<file path="src/rbc_pkg.sv">
`default_nettype none
// ----------------------------------------------------------------------------
// rbc_pkg: shared constants and types for the RGBA blend compositor
// Fixed-point unit codes, blend mode codes and divider widths.
// ----------------------------------------------------------------------------
package rbc_pkg;

    localparam int unsigned UNIT  = 255;
    localparam int unsigned UNIT2 = UNIT * UNIT;
    localparam int unsigned UNIT3 = UNIT2 * UNIT;

    localparam int unsigned NUM_W  = 42;
    localparam int unsigned DEN_W  = 34;
    localparam int unsigned QUO_W  = 8;
    localparam int unsigned DIV_STAGES = QUO_W + 1;

    // alpha: floor((T + BIAS) / UNIT2) by reciprocal multiplication
    localparam int unsigned ALPHA_SHIFT = 40;
    localparam int unsigned ALPHA_BIAS  = (UNIT2 - 1) / 2;
    localparam longint unsigned ALPHA_RECIP =
        ((64'd1 << ALPHA_SHIFT) + 64'(UNIT2) - 64'd1) / 64'(UNIT2);

    localparam int unsigned CFG_IDX_W = 1;

    typedef enum logic [2:0] {
        MODE_NORMAL   = 3'd0,
        MODE_MULTIPLY = 3'd1,
        MODE_SCREEN   = 3'd2,
        MODE_OVERLAY  = 3'd3,
        MODE_DARKEN   = 3'd4,
        MODE_LIGHTEN  = 3'd5
    } blend_mode_t;

    typedef enum logic [CFG_IDX_W-1:0] {
        REG_BLEND_MODE = 1'd0,
        REG_OPACITY    = 1'd1
    } cfg_reg_t;

endpackage
`default_nettype wire

</file>
<file path="src/rbc_div.sv">
`default_nettype none
// ----------------------------------------------------------------------------
// rbc_div: pipelined restoring divider, one quotient bit per stage after the first
// Gives floor(num/den) clamped to 255, or 0 when the zero flag is set.
// ----------------------------------------------------------------------------
module rbc_div
    import rbc_pkg::*;
(
    input  wire logic             clk,
    input  wire logic             en,
    input  wire logic [NUM_W-1:0] num,
    input  wire logic [DEN_W-1:0] den,
    input  wire logic             zero,
    output logic      [QUO_W-1:0] quo
);

    logic [NUM_W-1:0] rem_reg [DIV_STAGES];
    logic [DEN_W-1:0] den_reg [DIV_STAGES];
    logic [QUO_W-1:0] q_reg   [DIV_STAGES];
    logic             ovf_reg [DIV_STAGES];
    logic             zero_reg[DIV_STAGES];

    logic [NUM_W-1:0] top_trial;

    assign top_trial = NUM_W'(den) << QUO_W;

    always_ff @(posedge clk)
    begin
        if (en)
        begin
            rem_reg[0]  <= num;
            den_reg[0]  <= den;
            q_reg[0]    <= '0;
            ovf_reg[0]  <= (num >= top_trial);
            zero_reg[0] <= zero;
        end
    end

    for (genvar k = 1; k < DIV_STAGES; k++)
    begin : g_step
        logic [NUM_W-1:0] trial;
        logic             fit;

        assign trial = NUM_W'(den_reg[k-1]) << (QUO_W - k);
        assign fit   = (rem_reg[k-1] >= trial);

        always_ff @(posedge clk)
        begin
            if (en)
            begin
                rem_reg[k]  <= fit ? (rem_reg[k-1] - trial) : rem_reg[k-1];
                den_reg[k]  <= den_reg[k-1];
                q_reg[k]    <= q_reg[k-1] | (fit ? (QUO_W'(1) << (QUO_W - k)) : '0);
                ovf_reg[k]  <= ovf_reg[k-1];
                zero_reg[k] <= zero_reg[k-1];
            end
        end
    end

    always_comb
    begin
        if (zero_reg[DIV_STAGES-1])
            quo = '0;
        else if (ovf_reg[DIV_STAGES-1])
            quo = '1;
        else
            quo = q_reg[DIV_STAGES-1];
    end

endmodule
`default_nettype wire

</file>
<file path="config.mk">
export PLATFORM = sky130hd
export DESIGN_NAME = rbc_div
export DESIGN_NICKNAME = d
export VERILOG_FILES = /design/src/rbc_pkg.sv /design/src/rbc_div.sv
export SDC_FILE = /design/constraint.sdc
export NUM_CORES = 1
export LEC_CHECK = 0
export BUFFER_PORTS_ARGS = -buffer_cell sky130_fd_sc_hd__buf_2
export CORE_UTILIZATION = 58
export CTS_CLUSTER_SIZE = 16
export DETAILED_ROUTE_END_ITERATION = 10
export PLACE_DENSITY = 0.78
export SETUP_SLACK_MARGIN = 0.2
export SLEW_MARGIN = 10
export SYNTH_ARGS = -nofsm -noshare
export SYNTH_HDL_FRONTEND = slang
export SYNTH_SLANG_ARGS = --single-unit
</file>
<file path="constraint.sdc">
create_clock -name clk -period 4 [get_ports clk]
set_clock_uncertainty 0.2 [all_clocks]
set_input_delay 0.8 -clock clk [delete_from_list [all_inputs] [get_ports clk]]
set_output_delay 0.8 -clock clk [all_outputs]
set_load 0.02 [all_outputs]
</file>
==> metrics.cfg <==
[clock_tree]
cts_buffer_depth=3
cts.sinks=662
path_clk_slew_ps=60
cts_hold_buffers=0
cts_max_level=3
cts_buffers=72
clock_latency_ps=610
cts_tree=yes
cts-root-buf=clkbuf_16

[sta]
setup_violations=0
fin_crit_sh_pct=97.0
relSlewSlack_pct=53.8
worst_pin_slew_ps=686
rsz0062_at_grt=yes
hold_viol=0
slew_viol_final=0
timing.hold.ws_ps=173
fin_crit_ps=3880
fmax_mhz=258

[drt]
drc=0
routed_wl_um=74300
vias=25906
antenna_left=0
drt-initial-drc-count=1472
wl_per_cell_um=16.1
via_per_inst=5.63
dr.pass1.iters=6

[finish]
layout_commonest_cell=edfxtp_1
largest_register_ffs=336
area_growth_syn_to_layout_pct=14.5
fin_nets=4083
final_cells=4604
drive_gt1_share_pct=13.4
layout_common_cells=662 x edfxtp_1, 361 x inv_1, 298 x ha_1
fill_cells=4855
antenna_cells=0

[power_and_ir_drop]
p_seq_share_pct=37.0
p_switching_mw=9.92
switching_share_pct=34.0
pwr-share-comb_pct=40.4
p_clk_share_pct=22.6
p_int_mw=19.2
p_leak_nw=18.1
ir_drop_uv=321
power_density_nw_per_um2=670

[worst_setup_path]
cp-startpoint=rem_reg[0][151]
end_kind=flip-flop
critPathCapture=rem_reg[0][194]
rr_startpoint=rem_reg[0][151]
r2r_cells=12
r2r_setup_slack_ps=120
cp_max_fo=5
startpoint_type=flip-flop
timing.rr.end=rem_reg[0][194]
worstSetupPathType=flip-flop to flip-flop
critical_path_required_ps=4160
critPathArrivalTime_ps=4040

[yosys]
netlist_area_um2=38000
synth_fa_ha_area_share_pct=10.4
synth-simple-area-share_pct=10.2
ys_types=86
syn_area_per_cell_um2=10.9
synth_nets=3874
synth_top_family_by_area=compound AO/OA/AOI/OAI gates
synth-compound-area-share_pct=15.8
seq_area_frac_synth_pct=52.3
synth_area_leader_cell=edfxtp_1
synthCells=3482
yosys-top-cells-area=edfxtp_1 52%, ha_1 10%, a21oi_1 3.9%
ys_ff_latch=662
yosys_most_used_dff=edfxtp_1
async_flop_share_pct=0
synth.yosys.warnings=0
synth_top_cell_area_share_pct=52.3
muxShareOfSynthArea_pct=1.12
synth_edf_count=662
synthXorXnorAreaFrac_pct=5.37

[place]
dp.final_hpwl_um=55600
io_buffers=86
dpl.cell_count=4435
globalplace.congestion=0.931

[global_route]
grt-ovfl-total=0
grt_antenna_before_repair=0
track_usage_pct=22.1
grt_max_degree=86
grt_pass1_vias=25236
grt_pass1_wl_um=120000

[floorplanning]
die_w_um=258
die_y_um=258
start_util_pct=58.8
fp.dieArea_um2=66500
fp.coreArea_um2=64600
rows=93
pin_count=87

[min_path]
min_path_type=primary input to flip-flop
hold_depth=1

[status]
run_status=complete, no violations

[flow_run]
cap_violations=0

==> synth_stat cells, types with 8 or more instances <==
cell and instances:
clkbuf_1 67, o31a_1 8, and3_1 25, o21a_1 33, and2_1 11, o21ai_0 274, nor2_1 187, ha_1 306
a21oi_1 296, mux2_4 9, inv_1 365, a31oi_1 23, o211ai_1 19, nand4_1 50, mux2_2 23, buf_2 18
a211oi_1 22, a21o_1 158, or2_2 10, nand2_1 288, xnor2_1 126, nor4_1 13, nand3_1 54, nor3_1 39
nor2b_1 44, nand2b_1 32, edfxtp_1 662, o31ai_1 21, xor2_1 107, o21bai_1 31, and4_1 11
==> worst min-delay path by stage <==
stage                              start              to  slack [ps]
after global placement    zero_reg[0][7]  zero_reg[1][0]         200
after CTS                           zero  zero_reg[0][0]         140
after detailed placement     q_reg[3][7]     q_reg[4][7]         200
after floorplan            ovf_reg[0][0]   ovf_reg[0][1]         200
final                               zero  zero_reg[0][0]         170
after global routing                zero  zero_reg[0][0]         160
==> metal layers <==
layer	routed length (um)	up-vias	track usage (%)	share of wire, %
met1	32400	11973	27.6	44
met2	35900	604	38.0	48
met4	3520	0	10.1	4.7
met3	2580	195	2.99	3.5
met5	0	-	0	0
li1	-	13134	-	-
==> critical path, stage by stage, from the launching register on <==
cell,delay [ps]
edfxtp_1,450
ha_1,390
a21oi_1,190
nor2_1,60
a211oi_1,440
o21ai_0,250
a31oi_4,240
nand2_2,100
a221oi_4,270
o21ai_2,100
a211o_4,430
clkbuf_16,200
mux2_4,290
==> what timing repair did <==
item / in CTS / in global routing
setup buffers: 9 / 19
endpoints found under the setup margin: 82 / 145
gates resized for setup: 15 / 136
hold endpoints to repair: 0 / 0
pin swaps: 19 / 35
cloned: 2 / 7
==> metrics by stage <==
step	setup WS (ps)	utilization, %	total power [mW]	area [um2]	TNS (ps)
6_report	121	67.4	29.2	43500	0
5_1_grt	10.2	67.4	31.0	43500	0
4_1_cts	190	66.1	28.7	42700	0
3_5_place_dp	-133	62.1	21.9	40100	-133
3_3_place_gp	-50.0	62.1	21.8	40100	-50.0
2_1_floorplan	229	-	19.0	38000	0
==> layout make-up <==
cell class / instances / area, um2 / share of cell area [%]
clock inverter: 44 / 437 / 1.00
clock buffer: 88 / 1950 / 4.48
timing repair buffer: 230 / 1960 / 4.50
sequential: 662 / 19900 / 45.7
inverter: 366 / 1380 / 3.16
multi-input combinational: 2359 / 16800 / 38.7
tap: 855 / 1070 / 2.46
==> logic make-up after synthesis <==
group / Yosys count
AOI/OAI and AO/OA: 973
xor gates and xnor gates: 233
adders and majority gates: 313
buffers and inverters: 461
DFF: 662
muxes: 35
and+or+nand+nor: 805
==> power groups by stage <==
| stage | registers, mW | logic [mW] | clock network, mW |
|---|---|---|---|
| 5_1_grt | 10.9 | 13.1 | 6.95 |
| 4_1_cts | 10.7 | 11.2 | 6.71 |
| 6_report | 10.8 | 11.8 | 6.58 |
| 2_1_floorplan | 10.5 | 8.55 | 0 |
| 3_5_place_dp | 10.9 | 11.1 | 0 |
| 3_3_place_gp | 10.9 | 10.9 | 0 |
No activity file was read; power rests on OpenSTA's default activity.
